**src/sv/smenum_pkg.sv**
```systemverilog
// Shared types, widths and helpers for the stable matching enumerator.
// No dependencies; every other file imports this package.
package smenum_pkg;

	localparam int GROUP_SIZE_DEF = 3;
	localparam int MAX_GROUP      = 4;
	localparam int RANK_W         = 18;
	localparam int ASSIGN_W       = 6;
	localparam int NUM_W          = 3;
	localparam int MAX_RESULTS    = 6;
	localparam int QUEUE_DEPTH    = 2;

	typedef struct packed {
		logic [RANK_W-1:0] man_ranks;
		logic [RANK_W-1:0] woman_ranks;
	} ranks_t;

	typedef struct packed {
		logic                found;
		logic [ASSIGN_W-1:0] assignment;
		logic [NUM_W-1:0]    match_number;
		logic                last_match;
	} result_t;

	// Rank held by 'who' for 'whom'; bits beyond the table read as zero.
	function automatic logic [1:0] rank_at(input logic [RANK_W-1:0] tbl, input int who,
		input int whom, input int n);
		int                sh;
		logic [RANK_W-1:0] shifted;
		sh = 2 * (n * who + whom);
		shifted = tbl >> sh;
		return shifted[1:0];
	endfunction

endpackage

```
**src/sv/smenum_front.sv**
```systemverilog
// Input side: accepts preference instances and holds them in a short queue.
// Depends on smenum_pkg for ranks_t and the queue depth.
module smenum_front import smenum_pkg::*; (
	input  logic              clk,
	input  logic              arst_n,
	input  logic              item_valid,
	output logic              item_ready,
	input  logic [RANK_W-1:0] man_ranks,
	input  logic [RANK_W-1:0] woman_ranks,
	output logic              q_valid,
	input  logic              q_pop,
	output ranks_t            q_data
);

	localparam int PW = $clog2(QUEUE_DEPTH);
	localparam int CW = $clog2(QUEUE_DEPTH + 1);

	ranks_t          mem_q [QUEUE_DEPTH];
	logic [PW-1:0]   wr_ptr_q;
	logic [PW-1:0]   rd_ptr_q;
	logic [CW-1:0]   fill_q;
	logic            push;
	logic            pop;

	assign item_ready = (fill_q != CW'(QUEUE_DEPTH));
	assign q_valid    = (fill_q != '0);
	assign push       = item_valid && item_ready;
	assign pop        = q_pop && q_valid;
	assign q_data     = mem_q[rd_ptr_q];

	always_ff @(posedge clk) begin
		if (push) begin
			mem_q[wr_ptr_q] <= '{man_ranks: man_ranks, woman_ranks: woman_ranks};
		end
	end

	always_ff @(posedge clk or negedge arst_n) begin
		if (!arst_n) begin
			wr_ptr_q <= '0;
			rd_ptr_q <= '0;
			fill_q   <= '0;
		end else begin
			if (push) begin
				wr_ptr_q <= (wr_ptr_q == PW'(QUEUE_DEPTH - 1)) ? '0 : wr_ptr_q + 1'b1;
			end
			if (pop) begin
				rd_ptr_q <= (rd_ptr_q == PW'(QUEUE_DEPTH - 1)) ? '0 : rd_ptr_q + 1'b1;
			end
			case ({push, pop})
				2'b10:   fill_q <= fill_q + 1'b1;
				2'b01:   fill_q <= fill_q - 1'b1;
				default: fill_q <= fill_q;
			endcase
		end
	end

endmodule

```
**src/sv/smenum_search.sv**
```systemverilog
// Back end: backtracking search over assignments, one placement tried per cycle unless stalled.
// Depends on smenum_pkg for ranks_t, result_t and rank_at.
module smenum_search import smenum_pkg::*; #(
	parameter int GROUP_SIZE = GROUP_SIZE_DEF
) (
	input  logic    clk,
	input  logic    arst_n,
	input  logic    q_valid,
	output logic    q_pop,
	input  ranks_t  q_data,
	output logic    res_valid,
	input  logic    res_ready,
	output result_t res_data
);

	localparam int IW = $clog2(GROUP_SIZE);
	localparam int CW = IW + 1;

	localparam logic [1:0] ST_IDLE   = 2'd0;
	localparam logic [1:0] ST_SEARCH = 2'd1;
	localparam logic [1:0] ST_DONE   = 2'd2;

	logic [1:0]          state_q;
	logic [RANK_W-1:0]   man_q;
	logic [RANK_W-1:0]   woman_q;
	logic [IW-1:0]       pa_q [GROUP_SIZE];
	logic [IW-1:0]       m_q;
	logic [CW-1:0]       cand_q;
	logic [NUM_W-1:0]    count_q;
	logic                pend_v_q;
	logic [ASSIGN_W-1:0] pend_asg_q;
	logic [NUM_W-1:0]    pend_num_q;

	logic [IW-1:0]          wm;
	logic [IW-1:0]          wj;
	logic [IW-1:0]          prev;
	logic                   stable;
	logic                   exhausted;
	logic                   at_last;
	logic                   collect;
	logic                   stall;
	logic [2*MAX_GROUP-1:0] packed_full;

	assign exhausted = (cand_q >= CW'(GROUP_SIZE));
	assign at_last   = (m_q == IW'(GROUP_SIZE - 1));
	assign wm        = cand_q[IW-1:0];
	assign collect   = (state_q == ST_SEARCH) && !exhausted && stable && at_last &&
		(count_q < NUM_W'(MAX_RESULTS));
	assign stall     = collect && pend_v_q && !res_ready;
	assign q_pop     = (state_q == ST_IDLE);

	// Check the trial placement of man m against every earlier man.
	always_comb begin
		stable = 1'b1;
		wj = '0;
		for (int j = 0; j < GROUP_SIZE; j++) begin
			if (j < int'(m_q)) begin
				wj = pa_q[j];
				if (wj == wm) begin
					stable = 1'b0;
				end
				if (rank_at(man_q, int'(m_q), int'(wj), GROUP_SIZE) <
					rank_at(man_q, int'(m_q), int'(wm), GROUP_SIZE) &&
					rank_at(woman_q, int'(wj), int'(m_q), GROUP_SIZE) <
					rank_at(woman_q, int'(wj), j, GROUP_SIZE)) begin
					stable = 1'b0;
				end
				if (rank_at(woman_q, int'(wm), j, GROUP_SIZE) <
					rank_at(woman_q, int'(wm), int'(m_q), GROUP_SIZE) &&
					rank_at(man_q, j, int'(wm), GROUP_SIZE) <
					rank_at(man_q, j, int'(wj), GROUP_SIZE)) begin
					stable = 1'b0;
				end
			end
		end
	end

	always_comb begin
		packed_full = '0;
		prev = '0;
		for (int k = 0; k < GROUP_SIZE; k++) begin
			packed_full[2*k +: 2] = (k == int'(m_q)) ? 2'(wm) : 2'(pa_q[k]);
			if (k == int'(m_q) - 1) begin
				prev = pa_q[k];
			end
		end
	end

	// Flush the held matching when a newer one arrives; at the end send it flagged last, or a not-found result.
	always_comb begin
		res_valid = 1'b0;
		res_data  = '{found: 1'b1, assignment: pend_asg_q, match_number: pend_num_q,
			last_match: 1'b0};
		case (state_q)
			ST_SEARCH: begin
				res_valid = collect && pend_v_q;
			end
			ST_DONE: begin
				res_valid = 1'b1;
				if (pend_v_q) begin
					res_data.last_match = 1'b1;
				end else begin
					res_data = '{found: 1'b0, assignment: '0, match_number: '0,
						last_match: 1'b1};
				end
			end
			default: begin
				res_valid = 1'b0;
			end
		endcase
	end

	always_ff @(posedge clk) begin
		if (state_q == ST_IDLE && q_valid) begin
			man_q   <= q_data.man_ranks;
			woman_q <= q_data.woman_ranks;
		end
		if (state_q == ST_SEARCH && !exhausted && !stall) begin
			pa_q[m_q] <= wm;
		end
		if (collect && !stall) begin
			pend_asg_q <= packed_full[ASSIGN_W-1:0];
			pend_num_q <= count_q + 1'b1;
		end
	end

	always_ff @(posedge clk or negedge arst_n) begin
		if (!arst_n) begin
			state_q  <= ST_IDLE;
			m_q      <= '0;
			cand_q   <= '0;
			count_q  <= '0;
			pend_v_q <= 1'b0;
		end else begin
			case (state_q)
				ST_IDLE: begin
					if (q_valid) begin
						state_q  <= ST_SEARCH;
						m_q      <= '0;
						cand_q   <= '0;
						count_q  <= '0;
						pend_v_q <= 1'b0;
					end
				end
				ST_SEARCH: begin
					if (exhausted) begin
						if (m_q == '0) begin
							state_q <= ST_DONE;
						end else begin
							m_q    <= m_q - 1'b1;
							cand_q <= CW'(prev) + 1'b1;
						end
					end else if (!stall) begin
						if (!stable) begin
							cand_q <= cand_q + 1'b1;
						end else if (at_last) begin
							cand_q <= cand_q + 1'b1;
							if (collect) begin
								count_q  <= count_q + 1'b1;
								pend_v_q <= 1'b1;
							end
						end else begin
							m_q    <= m_q + 1'b1;
							cand_q <= '0;
						end
					end
				end
				ST_DONE: begin
					if (res_ready) begin
						state_q <= ST_IDLE;
					end
				end
				default: begin
					state_q <= ST_IDLE;
				end
			endcase
		end
	end

endmodule

```
**src/sv/smenum_out.sv**
```systemverilog
// Output register between the search engine and the result channel.
// Depends on smenum_pkg for result_t and field widths.
module smenum_out import smenum_pkg::*; (
	input  logic                clk,
	input  logic                arst_n,
	input  logic                res_valid,
	output logic                res_ready,
	input  result_t             res_data,
	output logic                result_valid,
	input  logic                result_ready,
	output logic                found,
	output logic [ASSIGN_W-1:0] assignment,
	output logic [NUM_W-1:0]    match_number,
	output logic                last_match
);

	logic    valid_q;
	result_t data_q;

	assign res_ready    = !valid_q || result_ready;
	assign result_valid = valid_q;
	assign found        = data_q.found;
	assign assignment   = data_q.assignment;
	assign match_number = data_q.match_number;
	assign last_match   = data_q.last_match;

	always_ff @(posedge clk) begin
		if (res_valid && res_ready) begin
			data_q <= res_data;
		end
	end

	always_ff @(posedge clk or negedge arst_n) begin
		if (!arst_n) begin
			valid_q <= 1'b0;
		end else if (res_ready) begin
			valid_q <= res_valid;
		end
	end

endmodule

```
**src/sv/stable_matching_enumerator.sv**
```systemverilog
// Stable matching enumerator: for each preference instance on the item channel,
// emits every stable one-to-one matching on the result channel.
// Item channel: item_valid/item_ready with man_ranks and woman_ranks (2-bit
// ranks, lower preferred). Result channel: result_valid/result_ready with found,
// assignment (woman per man, man 0 lowest), match_number and last_match.
// One instance gives one to six results; the final one carries last_match. With
// no stable matching a single result with found low is sent.
// Each instance is loaded from the queue, then the search tries one placement or
// takes one backtrack step per cycle while the result channel does not stall it,
// then hands over the final result; the search sequencer sets the rate.
// A two-entry input queue takes new instances while a search runs.
// A stalled receiver holds the output register; the search then pauses only
// when it must hand over a newer matching or its final result. Reset empties the
// queue, idles the search and drops any pending result.
module stable_matching_enumerator import smenum_pkg::*; #(
	parameter int GROUP_SIZE = GROUP_SIZE_DEF
) (
	input  logic                clk,
	input  logic                arst_n,
	input  logic                item_valid,
	output logic                item_ready,
	input  logic [RANK_W-1:0]   man_ranks,
	input  logic [RANK_W-1:0]   woman_ranks,
	output logic                result_valid,
	input  logic                result_ready,
	output logic                found,
	output logic [ASSIGN_W-1:0] assignment,
	output logic [NUM_W-1:0]    match_number,
	output logic                last_match
);

	logic    q_valid;
	logic    q_pop;
	ranks_t  q_data;
	logic    res_valid;
	logic    res_ready;
	result_t res_data;

	smenum_front u_front (
		.clk         (clk),
		.arst_n      (arst_n),
		.item_valid  (item_valid),
		.item_ready  (item_ready),
		.man_ranks   (man_ranks),
		.woman_ranks (woman_ranks),
		.q_valid     (q_valid),
		.q_pop       (q_pop),
		.q_data      (q_data)
	);

	smenum_search #(
		.GROUP_SIZE (GROUP_SIZE)
	) u_search (
		.clk       (clk),
		.arst_n    (arst_n),
		.q_valid   (q_valid),
		.q_pop     (q_pop),
		.q_data    (q_data),
		.res_valid (res_valid),
		.res_ready (res_ready),
		.res_data  (res_data)
	);

	smenum_out u_out (
		.clk          (clk),
		.arst_n       (arst_n),
		.res_valid    (res_valid),
		.res_ready    (res_ready),
		.res_data     (res_data),
		.result_valid (result_valid),
		.result_ready (result_ready),
		.found        (found),
		.assignment   (assignment),
		.match_number (match_number),
		.last_match   (last_match)
	);

endmodule
```
**config.mk**
```make
export PLATFORM = sky130hd
export DESIGN_NAME = stable_matching_enumerator
export DESIGN_NICKNAME = d
export VERILOG_FILES = /design/src/sv/smenum_pkg.sv /design/src/sv/smenum_front.sv /design/src/sv/smenum_search.sv /design/src/sv/smenum_out.sv /design/src/sv/stable_matching_enumerator.sv
export SDC_FILE = /design/constraint.sdc
export NUM_CORES = 1
export LEC_CHECK = 0
export BUFFER_PORTS_ARGS = -buffer_cell sky130_fd_sc_hd__buf_2
export CORE_MARGIN = 1
export CORE_UTILIZATION = 33
export DETAILED_ROUTE_END_ITERATION = 7
export SLEW_MARGIN = 20
export SYNTH_ARGS = -nofsm -noshare
export SYNTH_HDL_FRONTEND = slang
export SYNTH_SLANG_ARGS = --single-unit
```
**constraint.sdc**
```tcl
create_clock -name clk -period 14.65 [get_ports clk]
set_input_delay 0.7325 -clock clk [delete_from_list [all_inputs] [get_ports clk]]
set_output_delay 0.7325 -clock clk [all_outputs]
set_load 0.005 [all_outputs]
```
== Word-level counts from Yosys, hierarchy flattened ==
Memory sizes are Yosys's and may differ from the RTL's. A register that Yosys moved wholly into a read port is not among the register bits.
Index checks and enable logic that the tools add are counted.

* Register bits: 36
* Memory bits (writable): 78
* Bits of input ports: 40
* Output and inout bits: 13
* Logic and storage cells: 204
* Memories: 2

{| class="wikitable"
|+ Memory list
! name !! depth !! bits a word !! read ports !! clocked after memory_dff !! write ports !! line !! text
|-
| u_front.mem_q || 2 || 36 || 1 || 1 || 1 || smenum_front.sv:18 || <nowiki>ranks_t mem_q [QUEUE_DEPTH];</nowiki>
|-
| u_search.pa_q || 3 || 2 || 3 || 0 || 1 || smenum_search.sv:26 || <nowiki>logic [IW-1:0] pa_q [GROUP_SIZE];</nowiki>
|}

* $add $sub $neg: 26
* Multipliers: 5
* $lt $le $gt $ge: 17
* Equal/unequal tests: 26
* Shifts and indexed selects: 20
* Mux-type cells: 60
* Reduce and logical (&&, ||, !) cells: 33

{| class="wikitable"
|+ Operators with widths
! cell !! count
|-
| $shr A18 B32 Y2 || 18
|-
| $add A31 B3 Y31 || 8
|-
| $add A31 B2 Y31 const B || 2
|-
| $add A31 B3 Y31 const B || 2
|-
| $shr A18 B3 Y2 || 2
|-
| $mux W3 || 11
|-
| $eq A2 B32 Y1 const A || 1
|-
| $eq A3 B32 Y1 const A || 1
|-
| $logic_not A32 Y1 || 1
|-
| $mux W2 || 16
|-
| $lt A2 B2 Y1 || 12
|-
| $mux W1 || 24
|-
| $mul A2 B2 Y4 const A || 5
|-
| $mux W10 || 2
|-
| $logic_and A1 B1 Y1 || 17
|-
| $ne A2 B1 Y1 const B || 6
|-
| $pmux W3 S2 || 2
|-
| $add A3 B2 Y4 const A || 2
|-
| $ne A2 B2 Y1 const B || 4
|-
| $pmux W2 S2 || 2
|-
| $reduce_and A4 Y1 || 2
|-
| $reduce_and A7 Y1 || 1
|-
| $add A2 B2 Y3 const A || 2
|-
| $add A3 B1 Y3 const B || 2
|-
| 23 further kinds || 42
|}

== Depth between registers and ports, before layout ==
Gate-level depths: netlist of the first run.
An unclocked memory read counts as a cell.

* Depth after elaboration: 26
* Gate-level depth with buffers: 23
* Gate-level depth less buffers: 20

== By module ==
From an unflattened synthesis of the first run, not the netlist that was laid out.

* Cell total of the unflattened synthesis: 704
* Area, all modules: 9296.4 um2

{| class="wikitable"
|+ Modules (own cells, without submodules)
! module !! instances !! cells an instance !! area each (um2) !! seq. area each (um2)
|-
| smenum_search || 1 || 560 || 6104.6 || 1806.7
|-
| smenum_front || 1 || 129 || 2807.7 || 2262.2
|-
| smenum_out || 1 || 15 || 384.1 || 355.3
|}

== Worst setup path before layout of the first run ==
Ideal clock, no wire load.

* Path type: reg-to-reg
* Start point: reg u_search.cand_q[0]
* End point: reg u_search.pend_asg_q[0], read port of u_search.pa_q, enable pin
* Library setup time: 0.399 ns
* Data arrival time: 4.880 ns
* Required time: 14.251 ns
* Path slack: 9.371 ns
* Stages on the path, launching flop included: 19
* Buffers on the path: 3
* Clock period less this slack: 5.279 ns
* Cells stage by stage: dfrtp_1 buf_2 buf_2 inv_1 ha_1 clkbuf_1 inv_1 ha_1 a21o_1 a32oi_1 a31oi_1 a221o_1 ha_1 inv_1 a2111oi_0 a21oi_1 nor2_2 nand2_2 nor4_1

* Longest elaborated chain between the ends: 22
* Elaborated cells on any way between the ends: 55
* Those cells by class: 6 x add/sub; 1 x mul; 10 x order compare; 3 x eq/ne; 8 x shift; 12 x mux; 15 x reduce/logical

{| class="wikitable"
|+ RTL lines
! what !! line !! text
|-
| start, declared || smenum_search.sv:28 || <nowiki>logic [CW-1:0] cand_q;</nowiki>
|-
| start signal, assigned || smenum_search.sv:151 || <nowiki>cand_q <= CW'(prev) + 1'b1;</nowiki>
|-
| start signal, assigned || smenum_search.sv:155 || <nowiki>cand_q <= cand_q + 1'b1;</nowiki>
|-
| start signal, assigned || smenum_search.sv:157 || <nowiki>cand_q <= cand_q + 1'b1;</nowiki>
|-
| $mul A2 B2 Y4 / $add A31 B3 Y31 (equally long branches) || smenum_pkg.sv:30 || <nowiki>sh = 2 * (n * who + whom);</nowiki>
|-
| $add A31 B3 Y31 / $shr A18 B32 Y2 (equally long branches) || smenum_pkg.sv:30, smenum_pkg.sv:31 ||
|-
| $shr A18 B32 Y2 / $lt A2 B2 Y1 (equally long branches) || smenum_pkg.sv:31, smenum_search.sv:62 ||
|-
| $lt A2 B2 Y1 / $logic_and A1 B1 Y1 (equally long branches) || smenum_search.sv:68, smenum_search.sv:63 ||
|-
| $logic_and A1 B1 Y1 / $mux W1 (equally long branches) || smenum_search.sv:69, smenum_search.sv:62 ||
|-
| $mux W1 || smenum_search.sv:68 || <nowiki>if (rank_at(woman_q, int'(wm), j, GROUP_SIZE) <</nowiki>
|-
| $mux W1 || smenum_search.sv:57 || <nowiki>if (j < int'(m_q)) begin</nowiki>
|-
| $mux W1 || smenum_search.sv:59 || <nowiki>if (wj == wm) begin</nowiki>
|-
| [3 not listed] || - ||
|-
| $mux W1 || smenum_search.sv:59 ||
|-
| $mux W1 || smenum_search.sv:62 || <nowiki>if (rank_at(man_q, int'(m_q), int'(wj), GROUP_SIZE) <</nowiki>
|-
| $mux W1 || smenum_search.sv:68 ||
|-
| $mux W1 || smenum_search.sv:57 ||
|-
| $logic_and A1 B1 Y1 (*) (3 in series) || smenum_search.sv:47 || <nowiki>assign collect = (state_q == ST_SEARCH) && !exhausted && stable && at_last &&</nowiki>
|-
| $logic_and A1 B1 Y1 (2 in series) || smenum_search.sv:49 || <nowiki>assign stall = collect && pend_v_q && !res_ready;</nowiki>
|-
| $logic_not A1 Y1 || smenum_search.sv:121 || <nowiki>if (collect && !stall) begin</nowiki>
|-
| $logic_and A1 B1 Y1 (*) || smenum_search.sv:121 ||
|-
| end, declared || smenum_search.sv:31 || <nowiki>logic [ASSIGN_W-1:0] pend_asg_q;</nowiki>
|}

Every way passes the cells marked *; elsewhere a longest branch is shown, timed or not.
A chain may end at the register's enable or synchronous reset.

==> results of run 1 <==
## kinds of logic after synthesis
kind of cell | synth area share, %
simple gates | 11.3
flops | 46.0
compound gates | 10.5
mux | 18.5
buf+inv | 3.14
fa+ha+maj | 8.49
xor+xnor | 1.99
## Yosys cell counts (5+ instances only)
| library cell | number |
|---|---|
| nor3_1 | 18 |
| fa_1 | 7 |
| and3_1 | 6 |
| mux4_2 | 46 |
| a32oi_1 | 5 |
| a21o_1 | 6 |
| buf_2 | 13 |
| inv_1 | 41 |
| clkbuf_1 | 14 |
| xor2_1 | 9 |
| xnor2_1 | 11 |
| a221oi_1 | 5 |
| o21ai_0 | 30 |
| o31ai_1 | 6 |
| nand2b_1 | 13 |
| nor2_1 | 25 |
| a21oi_1 | 19 |
| nor4_1 | 5 |
| nor2b_1 | 11 |
| nand3_1 | 22 |
| o21a_1 | 6 |
| nand3b_1 | 7 |
| dfrtp_1 | 16 |
| nand2_1 | 51 |
| and2_1 | 14 |
| a31oi_1 | 8 |
| mux2i_1 | 27 |
| ha_1 | 54 |
| o211ai_1 | 9 |
| a211oi_1 | 10 |
| o22ai_1 | 6 |
| mux2_2 | 41 |
| edfxtp_1 | 134 |
## cell usage in the layout (no fill, tap or decap), drive strengths merged, types with 7 or more instances in the layout
cell	count
xnor2	12
o21ai	32
nor2	26
dfrtp	16
fa	7
nand3	22
nand2	52
nor2b	11
nor3	18
buf	59
nand3b	7
inv	48
mux2i	27
a21oi	19
and2	14
edfxtp	134
nand2b	13
ha	54
mux2	42
mux4	46
xor2	9
a31oi	8
a211oi	10
o211ai	9
clkbuf	17
## worst min-delay path by stage
stage,startpoint,endpoint,slack (ns),cells after the start
floorplan,arst_n,u_front.fill_q[0]$_DFFE_PN0P_,0.44,0
global placement,u_front.fill_q[1]$_DFFE_PN0P_,u_front.fill_q[1]$_DFFE_PN0P_,0.49,1
CTS,arst_n,u_front.rd_ptr_q$_DFFE_PN0P_,0.22,1
global route,arst_n,u_front.rd_ptr_q$_DFFE_PN0P_,0.24,1
detailed placement,u_front.fill_q[1]$_DFFE_PN0P_,u_front.fill_q[1]$_DFFE_PN0P_,0.49,1
finish,arst_n,u_front.rd_ptr_q$_DFFE_PN0P_,0.21,1
## routing by layer
layer	vias up	GRT usage, %	routed length (um)
met3	51	2.84	1460
met5	-	0	0
met2	252	24.4	10700
met4	0	6.77	665
li1	3090	-	-
met1	3322	22.9	10600
## state kept, by name, indices dropped and copies added, names as in the netlist, 3 cells and up
register             cells
u_out.assignment         6
u_search.count_q         3
u_search.cand_q          3
u_search.man_q          18
u_search.pa_q            6
u_search.pend_num_q      3
u_front.mem_q           72
u_search.pend_asg_q      6
u_search.woman_q        18
u_out.match_number       3
## metrics by stage
stage                     utilization [%]  instances  hold slack (ns)
final                                38.0       1208            0.208
after global routing                 38.0       1208            0.241
after CTS                            37.8       1206            0.218
after detailed placement             35.7       1174            0.495
after global placement               35.7       1174            0.487
after floorplan                         -        765            0.437
## power groups by stage
stage / registers (W) / clock network [W] / logic [W]
after floorplan: 0.000731 / 0 / 0.00117
after global placement: 0.000829 / 0 / 0.00146
after detailed placement: 0.000830 / 0 / 0.00147
after CTS: 0.000822 / 0.000457 / 0.00148
after global routing: 0.000839 / 0.000472 / 0.00165
final: 0.000830 / 0.000449 / 0.00150
## cell type report
type | instances | area [um2]
clock inverter | 15 | 181
multi-input combinational | 542 | 4900
tap | 384 | 480
clock buffer | 17 | 425
fill | 2753 | 17800
inverter | 41 | 154
timing repair buffer | 59 | 338
sequential | 150 | 4420
## worst register-to-register path, stage by stage (launching register included)
cell and delay, ns:
edfxtp_1 0.75, inv_1 0.29, ha_1 0.51, fa_1 0.71, mux4_2 0.37, and3_1 0.21
a221oi_1 0.28, nor2_1 0.08, ha_1 0.34, o21a_1 0.14, a32oi_1 0.15, mux2i_1 0.15
or4b_1 0.48, o311a_1 0.45, nand2_2 0.21, nor2_1 0.10, a211oi_1 0.37
==> flow_summary.yaml, run 1 <==
placed_design:
  placed_cell_area_um2: 10300
  place_congestion: 0.897
  port_buffers: 52
  post-place-ws_ns: 8.77
  hpwl_mm: 16.1
timing:
  slew_violations: 0
  rsz0062_at_grt: "no"
  fin_ws_ns: 8.72
  tightestPinTransition_ns: 0.904
  hold_viol: 0
  period_needed_ns: 5.93
  clock_skew_ns: 0.0164
  max_freq_mhz: 169
  setup_viol: 0
  fin_setup_tns_ns: 0
  fin_crit_sh_pct: 40.5
  slew-limit-headroom_pct: 39.7
die:
  start_util_pct: 33.5
  die_h_um: 173
  ios: 53
  rows: 62
  dieArea_um2: 29800
  core_area_um2: 28700
  die_x_um: 173
setup_path:
  critical_path.cell_chain: "inv_1, ha_1, fa_1, mux4_2, and3_1, a221oi_1, nor2_1, ha_1, o21a_1, a32oi_1, mux2i_1, or4b_1, o311a_1, nand2_2, nor2_1, a211oi_1"
  start_kind: "flip-flop"
  cp_top_family: "adder cells"
  r2r_setup_slack_ns: 8.72
  r2r_end: "u_search.pa_q[2][0]$_DFFE_PP_"
  critPathCapture: "u_search.pa_q[2][0]$_DFFE_PP_"
  critPathCaptureType: "flip-flop"
  crit_cells: 16
  crit_path_max_fanout: 13
  reg2reg_from: "u_search.pa_q[2][0]$_DFFE_PP_"
  slowest_stage: "edfxtp_1"
  slowest_delay_ns: 0.75
  r2r_cells: 16
  crit_start: "u_search.pa_q[2][0]$_DFFE_PP_"
  path_class: "flip-flop to flip-flop"
  arrival_ns: 6.03
  crit_buf_inv: 1
  required_ns: 14.75
logic_synthesis:
  synth_ff_type: "edfxtp_1"
  avgSynthCellArea_um2: 12.6
  synth_top_area_cell: "edfxtp_1"
  synth_area_um2: 9610
  synth_async_sr_flop_share_pct: 10.7
  synth_seq_area_share_pct: 46.0
  syn_inst: 765
  synth_top_cells_by_area: "edfxtp_1 (42%), mux4_2 (11%), ha_1 (7.0%)"
  yosysWarnings: 0
  synth_edf_count: 134
  syn_nets: 866
  ys_seq_elements: 150
  ys_types: 71
  synthDominantCellAreaShare_pct: 41.9
routing:
  viasPerCell: 5.56
  ant_nets: 0
  routed_wl_mm: 23.5
  firstDrtPassIters: 5
  wl_per_cell_um: 19.4
  vias: 6715
  drc_errors: 0
  drtIter0Drc: 480
global_routing:
  grt_pass1_vias: 6596
  grt_overflow: 0
  grt_max_degree: 41
  grt_pass1_wl_mm: 37.4
  track_usage_pct: 16.2
  antenna_found_initial: 0
power_and_ir_drop:
  swShare_pct: 43.5
  clkPwrFrac_pct: 16.2
  p_seq_share_pct: 29.9
  p_comb_share_pct: 54.0
  power_switching_w: 0.00121
  p_int_w: 0.00157
  vdd_drop_max_v: 0.000112
  p_leak_nw: 4.01
  finalPower_w: 0.00278
  p_per_area_nw_per_um2: 255
clocking:
  insertion_delay_ns: 0.44
  cts_hold_buf: 0
  cts_root_buffer: "clkbuf_16"
  cts_resized: 0
  max-clock-path-buffers: 2
  cts_buffers: 17
  cts_tree: "done"
  post_cts_buffers: 0
  cts_sinks: 150
  htreeDepth: 4
  path_clk_slew_ns: 0.08
finish:
  antenna_cells: 0
  area_growth_pct: 13.5
  layout-drive-gt1-share_pct: 23.5
  fin_nets: 912
  design_area_um2: 10900
outcome:
  status: "complete, no violations"
job:
  drv_cap: 0
worst_hold_path:
  hold_path_class: "primary input to asynchronous set/reset pin"
(Power assumes the default switching activity.)
==> run 2, diff against run 1 <==
Settings changed: ABC_AREA set to 1.
Clock period 14.65 ns to 5.7 ns, I/O delays scaled along.
==> run 2 against run 1 <==
Synthesized cell count up 53%. Highest routed layer unchanged. Via count is 22% higher. Clock skew rose by 0.013 ns. Global-route usage rose by 1.6 points.
==> flow_summary.yaml, run 2 <==
setup_path:
  crit_path_max_fanout: 11
  critPathCaptureType: "flip-flop"
  arrival_ns: 5.05
  path_class: "flip-flop to flip-flop"
  r2r_setup_slack_ns: 0.72
  required_ns: 5.77
  start_kind: "flip-flop"
logic_synthesis:
  syn_inst: 1174
  synth_top_area_cell: "edfxtp_1"
  avgSynthCellArea_um2: 8.23
  yosysMostFrequentCell: "nand2_1"
  synth_edf_count: 134
  synthDominantCellAreaShare_pct: 41.7
  synth_area_um2: 9660
  yosysWarnings: 0
  syn_nets: 1275
  synth_seq_area_share_pct: 45.8
  ys_types: 50
  synth_commonest_cells: "nand2_1 (377), edfxtp_1 (134), nand3_1 (116), inv_1 (114), o21ai_0 (81)"
  synth_async_sr_flop_share_pct: 10.7
  ys_seq_elements: 150
  synth_top_cells_by_area: "edfxtp_1 (42%), nand2_1 (15%), ha_1 (7.0%)"
  synth_ff_type: "edfxtp_1"
outcome:
  status: "complete, no violations"
clocking:
  insertion_delay_ns: 0.44
  cts_root_buffer: "clkbuf_16"
  htreeDepth: 4
  cts_tree: "done"
  max-clock-path-buffers: 2
  cts_buffers: 17
  post_cts_buffers: 0
  path_clk_slew_ns: 0.07
  cts_sinks: 150
finish:
  largest_reg_flops: 72
  mostFrequentLayoutCells: "nand2_1 (377), edfxtp_1 (134), nand3_1 (116)"
  final_core_util_pct: 37.9
  multi_input_area_um2: 4540
  largest_register: "u_front.mem_q"
  antenna_cells: 0
  final_common_cell: "nand2_1"
  layout-drive-gt1-share_pct: 11.4
  fin_nets: 1320
  fillers: 2883
  area_growth_pct: 13.0
  top_regs: "u_front.mem_q x72, u_search.man_q x18, u_search.woman_q x18"
  ff_latch_area_um2: 4420
global_routing:
  grt_pass1_vias: 7689
  grt_overflow: 0
  track_usage_pct: 17.8
  grt_pass1_wl_mm: 41.6
  use_met1_pct: 23.9
  grtUsageMet2_pct: 28.5
  grt.busiest_layer: "met2"
  grt_max_degree: 39
  grt_util_met3_pct: 2.75
  antenna_found_initial: 0
timing:
  hold_ws_ns: 0.0260
  fin_ws_ns: 0.719
  period_needed_ns: 4.98
  clock_skew_ns: 0.0295
  tightestPinTransition_ns: 0.821
  fin_setup_tns_ns: 0
  fin_crit_sh_pct: 87.4
  setup_viol: 0
  rsz0062_at_grt: "no"
  slew-limit-headroom_pct: 45.3
  slew_violations: 0
  max_freq_mhz: 201
  hold_viol: 0
die:
  rows: 62
  die_h_um: 173
  die_x_um: 173
  dieArea_um2: 30000
  core_area_um2: 28800
  start_util_pct: 33.6
  ios: 53
power_and_ir_drop:
  finalPower_w: 0.00669
  vdd_drop_max_v: 0.000285
  p_per_area_nw_per_um2: 613
  p_leak_nw: 4.83
worst_hold_path:
  hold_path_class: "primary input to flip-flop"
job:
  drv_cap: 0
routing:
  vias: 8223
  drtIter0Drc: 731
  ant_nets: 0
  drc_errors: 0
  wl_per_cell_um: 16.3
  firstDrtPassIters: 6
  viasPerCell: 5.09
  routed_wl_mm: 26.3
placed_design:
  place_congestion: 0.969
  post-place-ws_ns: 0.807
  port_buffers: 52
  hpwl_mm: 18.5
run 2: cell types whose count changed in the layout (fill, tap and decap cells not counted), sizes merged, moves of 46 or more:
| cell | previous run | this run |
|---|---|---|
| o21ai | 32 | 84 |
| a21oi | 19 | 70 |
| nand3 | 22 | 120 |
| nand2 | 52 | 384 |
| inv | 48 | 135 |
| mux4 | 46 | 0 |
run 2: worst max-delay path: stages (launching register included):
cell and delay, ns:
dfrtp_1 0.62, inv_1 0.31, ha_1 0.56, inv_1 0.16
fa_1 0.67, inv_1 0.16, a21oi_1 0.16, o21ai_0 0.15
nand3_1 0.14, a31oi_1 0.10, ha_1 0.29, nand2_1 0.05
nand3_1 0.09, nand2_1 0.06, nand2_1 0.05, nand2_1 0.11
nor2_4 0.18, nand2_2 0.09, a21oi_1 0.66
run 2: cell families after synthesis:
group | synth area share [%]
AO/OA/AOI/OAI | 10.9
buffers and inverters | 7.38
AND/OR/NAND/NOR | 26.3
XOR/XNOR | 1.15
flip-flops | 45.8
adder cells (fa/ha/maj) | 8.45
run 2: through the flow:
stage / cells / instance area, um2
floorplan: 1174 / 9660
global route: 1616 / 10900
detailed placement: 1581 / 10300
finish: 1616 / 10900
CTS: 1614 / 10900
global placement: 1581 / 10300
run 2: final cells by class:
type | instances | area share (%)
Multi-Input combinational cell | 854 | 41.6
Inverter | 130 | 4.48
Sequential cell | 150 | 40.5
Clock inverter | 14 | 1.50
Timing Repair Buffer | 66 | 3.60
Clock buffer | 18 | 3.93
Tap cell | 384 | 4.40
run 2: final timing paths:
kind | endpoint | cells past startpoint | from
worst max-delay path | u_search.pend_asg_q[0]$_DFFE_PP_ | 18 | u_search.m_q[1]$_DFFE_PN0P_
worst min-delay path | u_front.mem_q[1][32]$_DFFE_PP_ | 1 | man_ranks[14]
worst max register to register | u_search.pend_asg_q[0]$_DFFE_PP_ | 18 | u_search.m_q[1]$_DFFE_PN0P_
worst min register to register | u_search.count_q[0]$_DFFE_PN0P_ | 2 | u_search.count_q[0]$_DFFE_PN0P_
max in group asynchronous | u_search.m_q[1]$_DFFE_PN0P_ | 2 | arst_n
min in group asynchronous | u_search.m_q[0]$_DFFE_PN0P_ | 2 | arst_n
run 2: per-layer routing:
layer	part of all wire, %	up-vias
met1	43	3760
met3	7.5	57
met5	0	-
met4	2.6	0
li1	-	4048
met2	47	358
run 2: timing repair:
| action | 4_1_cts | 5_1_grt |
|---|---|---|
| hold buffers | 1 | 0 |
| setup endpoints to repair | 0 | 0 |
| resized for setup | 0 | 0 |
| endpoints found under the hold margin | 16 | 0 |
run 2: report_power, final:
| part | internal [W] | leakage (nW) | total, W | switching (W) |
|---|---|---|---|---|
| Combinational | 0.00118 | 3.08 | 0.00346 | 0.00227 |
| Clock | 0.000660 | 0.292 | 0.00116 | 0.000505 |
| Sequential | 0.00165 | 1.46 | 0.00207 | 0.000418 |
| Total | 0.00349 | 4.83 | 0.00669 | 0.00320 |
==> run 3, diff against run 2 <==
Settings changed: MAX_ROUTING_LAYER set to met4.
==> run 3 against run 2 <==
Non-clock buffer count up 1. Sequential share of layout area about the same. Flip-flop and latch count unchanged. Worst hold slack better by 0.0058 ns. Highest routed layer unchanged. Via count down 1.0%. Global-route usage up 0.48 points. Clock-buffer cell count unchanged. Final cell count about the same. Maximum frequency up 8.4%. First-iteration DRC count down 8.9%. Clock power about the same.
==> flow_summary.yaml, run 3 (synthesis gave the netlist of run 2 again) <==
clocking:
  htreeDepth: 4
  cts_root_buffer: "clkbuf_16"
  cts_buffers: 17
  max-clock-path-buffers: 2
  cts_resized: 0
  insertion_delay_ns: 0.44
  path_clk_slew_ns: 0.07
  cts_tree: "done"
  cts_sinks: 150
finish:
  layout-drive-gt1-share_pct: 11.3
  antenna_cells: 0
  fillers: 2936
  top_regs: "u_front.mem_q x72, u_search.man_q x18, u_search.woman_q x18"
  largest_register: "u_front.mem_q"
  design_area_um2: 10900
  fin_nets: 1321
  area_growth_pct: 13.0
  final_core_util_pct: 37.9
  largest_reg_flops: 72
  final_common_cell: "nand2_1"
  mostFrequentLayoutCells: "nand2_1 (377), edfxtp_1 (134), nand3_1 (116)"
global_routing:
  grt_max_degree: 39
  antenna_found_initial: 0
  grtUsageMet2_pct: 28.7
  grt_overflow: 0
  grt.busiest_layer: "met2"
  grt_util_met3_pct: 2.53
  grt_pass1_wl_mm: 41.4
  use_met1_pct: 24.8
  grt_pass1_vias: 7326
  track_usage_pct: 18.3
job:
  drv_cap: 0
routing:
  ant_nets: 0
  firstDrtPassIters: 5
  viasPerCell: 5.03
  drtIter0Drc: 666
  wl_per_cell_um: 16.2
  drc_errors: 0
  routed_wl_mm: 26.2
  vias: 8141
setup_path:
  path_class: "flip-flop to flip-flop"
  arrival_ns: 4.73
  crit_start: "u_search.m_q[1]$_DFFE_PN0P_"
  crit_path_max_fanout: 11
  required_ns: 5.84
  start_kind: "flip-flop"
  critPathCaptureType: "flip-flop"
  reg2reg_from: "u_search.m_q[1]$_DFFE_PN0P_"
timing:
  rsz0062_at_grt: "no"
  max_freq_mhz: 218
  hold_viol: 0
  fin_setup_tns_ns: 0
  clock_skew_ns: 0.0156
  period_needed_ns: 4.59
  slew-limit-headroom_pct: 45.9
  setup_viol: 0
  fin_crit_sh_pct: 80.6
  slew_violations: 0
  tightestPinTransition_ns: 0.812
  hold_ws_ns: 0.0318
power_and_ir_drop:
  vdd_drop_max_v: 0.000336
  finalPower_w: 0.00667
  p_per_area_nw_per_um2: 611
  p_leak_nw: 4.82
placed_design:
  placed_cell_area_um2: 10300
  hpwl_mm: 18.6
  port_buffers: 52
  place_congestion: 0.935
die:
  die_x_um: 173
  rows: 62
  die_h_um: 173
  core_area_um2: 28800
  dieArea_um2: 30000
  start_util_pct: 33.6
  ios: 53
worst_hold_path:
  holdCritStartpoint: "man_ranks[12]"
  hold_path_class: "primary input to flip-flop"
outcome:
  status: "complete, no violations"
[run 3: critical path, cell delays in order, from the launching register on]
cell,delay (ns)
dfrtp_1,0.37
buf_4,0.19
inv_1,0.32
ha_1,0.42
fa_1,0.71
inv_1,0.14
a21oi_1,0.14
o21ai_0,0.10
o21ai_0,0.10
o211ai_1,0.11
o31ai_1,0.08
nand2_1,0.17
ha_1,0.31
nand2_1,0.05
nand3_1,0.11
nand2_1,0.07
nand2_1,0.06
nand2_1,0.10
nor2_4,0.18
nand2_2,0.09
o21ai_1,0.13
nand2_1,0.07
nor2_1,0.08
buf_4,0.19
[run 3: cell type report]
cell class | instances | area, um2 | area share, %
inverters | 130 | 488 | 4.47
well taps | 384 | 480 | 4.40
repair buffers | 67 | 400 | 3.67
clock inverters | 14 | 153 | 1.40
clock buffers | 18 | 429 | 3.93
multi-input cells | 854 | 4540 | 41.6
flip-flops and latches | 150 | 4420 | 40.5
[run 3: path summary, 6_finish.rpt]
kind                                                   end  slack (ns)  cells past startpoint
min in group asynchronous     u_front.rd_ptr_q$_DFFE_PN0P_        0.33                      2
min reg2reg                  u_search.woman_q[5]$_DFFE_PP_        0.51                      2
min                         u_front.mem_q[0][30]$_DFFE_PP_        0.03                      1
max in group asynchronous  u_search.state_q[0]$_DFFE_PN0P_        5.04                      2
max reg2reg                  u_out.assignment[2]$_DFFE_PP_        1.11                     23
max                          u_out.assignment[2]$_DFFE_PP_        1.11                     23
[run 3: routing by layer]
layer | routed length [um] | up-vias
li1 | - | 4052
met1 | 11900 | 3780
met2 | 12300 | 279
met3 | 1660 | 30
met4 | 356 | 0
met5 | 0 | -
[run 3: timing repair]
| action | in CTS | in global routing |
|---|---|---|
| setup buffers | 0 | 0 |
| endpoints found under the hold margin | 16 | 0 |
| hold buffers | 1 | 0 |
[run 3: report_power, final]
part           switching (W)  internal [W]  total, W
clock               0.000486      0.000650   0.00114
combinational        0.00230       0.00119   0.00348
sequential          0.000397       0.00165   0.00205
total                0.00318       0.00349   0.00667
[run 3: stage by stage]
stage | worst slack (ns) | std cells
after floorplan | 0.865 | 1174
after global routing | 0.607 | 1617
after global placement | 1.21 | 1582
after detailed placement | 1.14 | 1582
final | 1.11 | 1617
after CTS | 1.12 | 1615
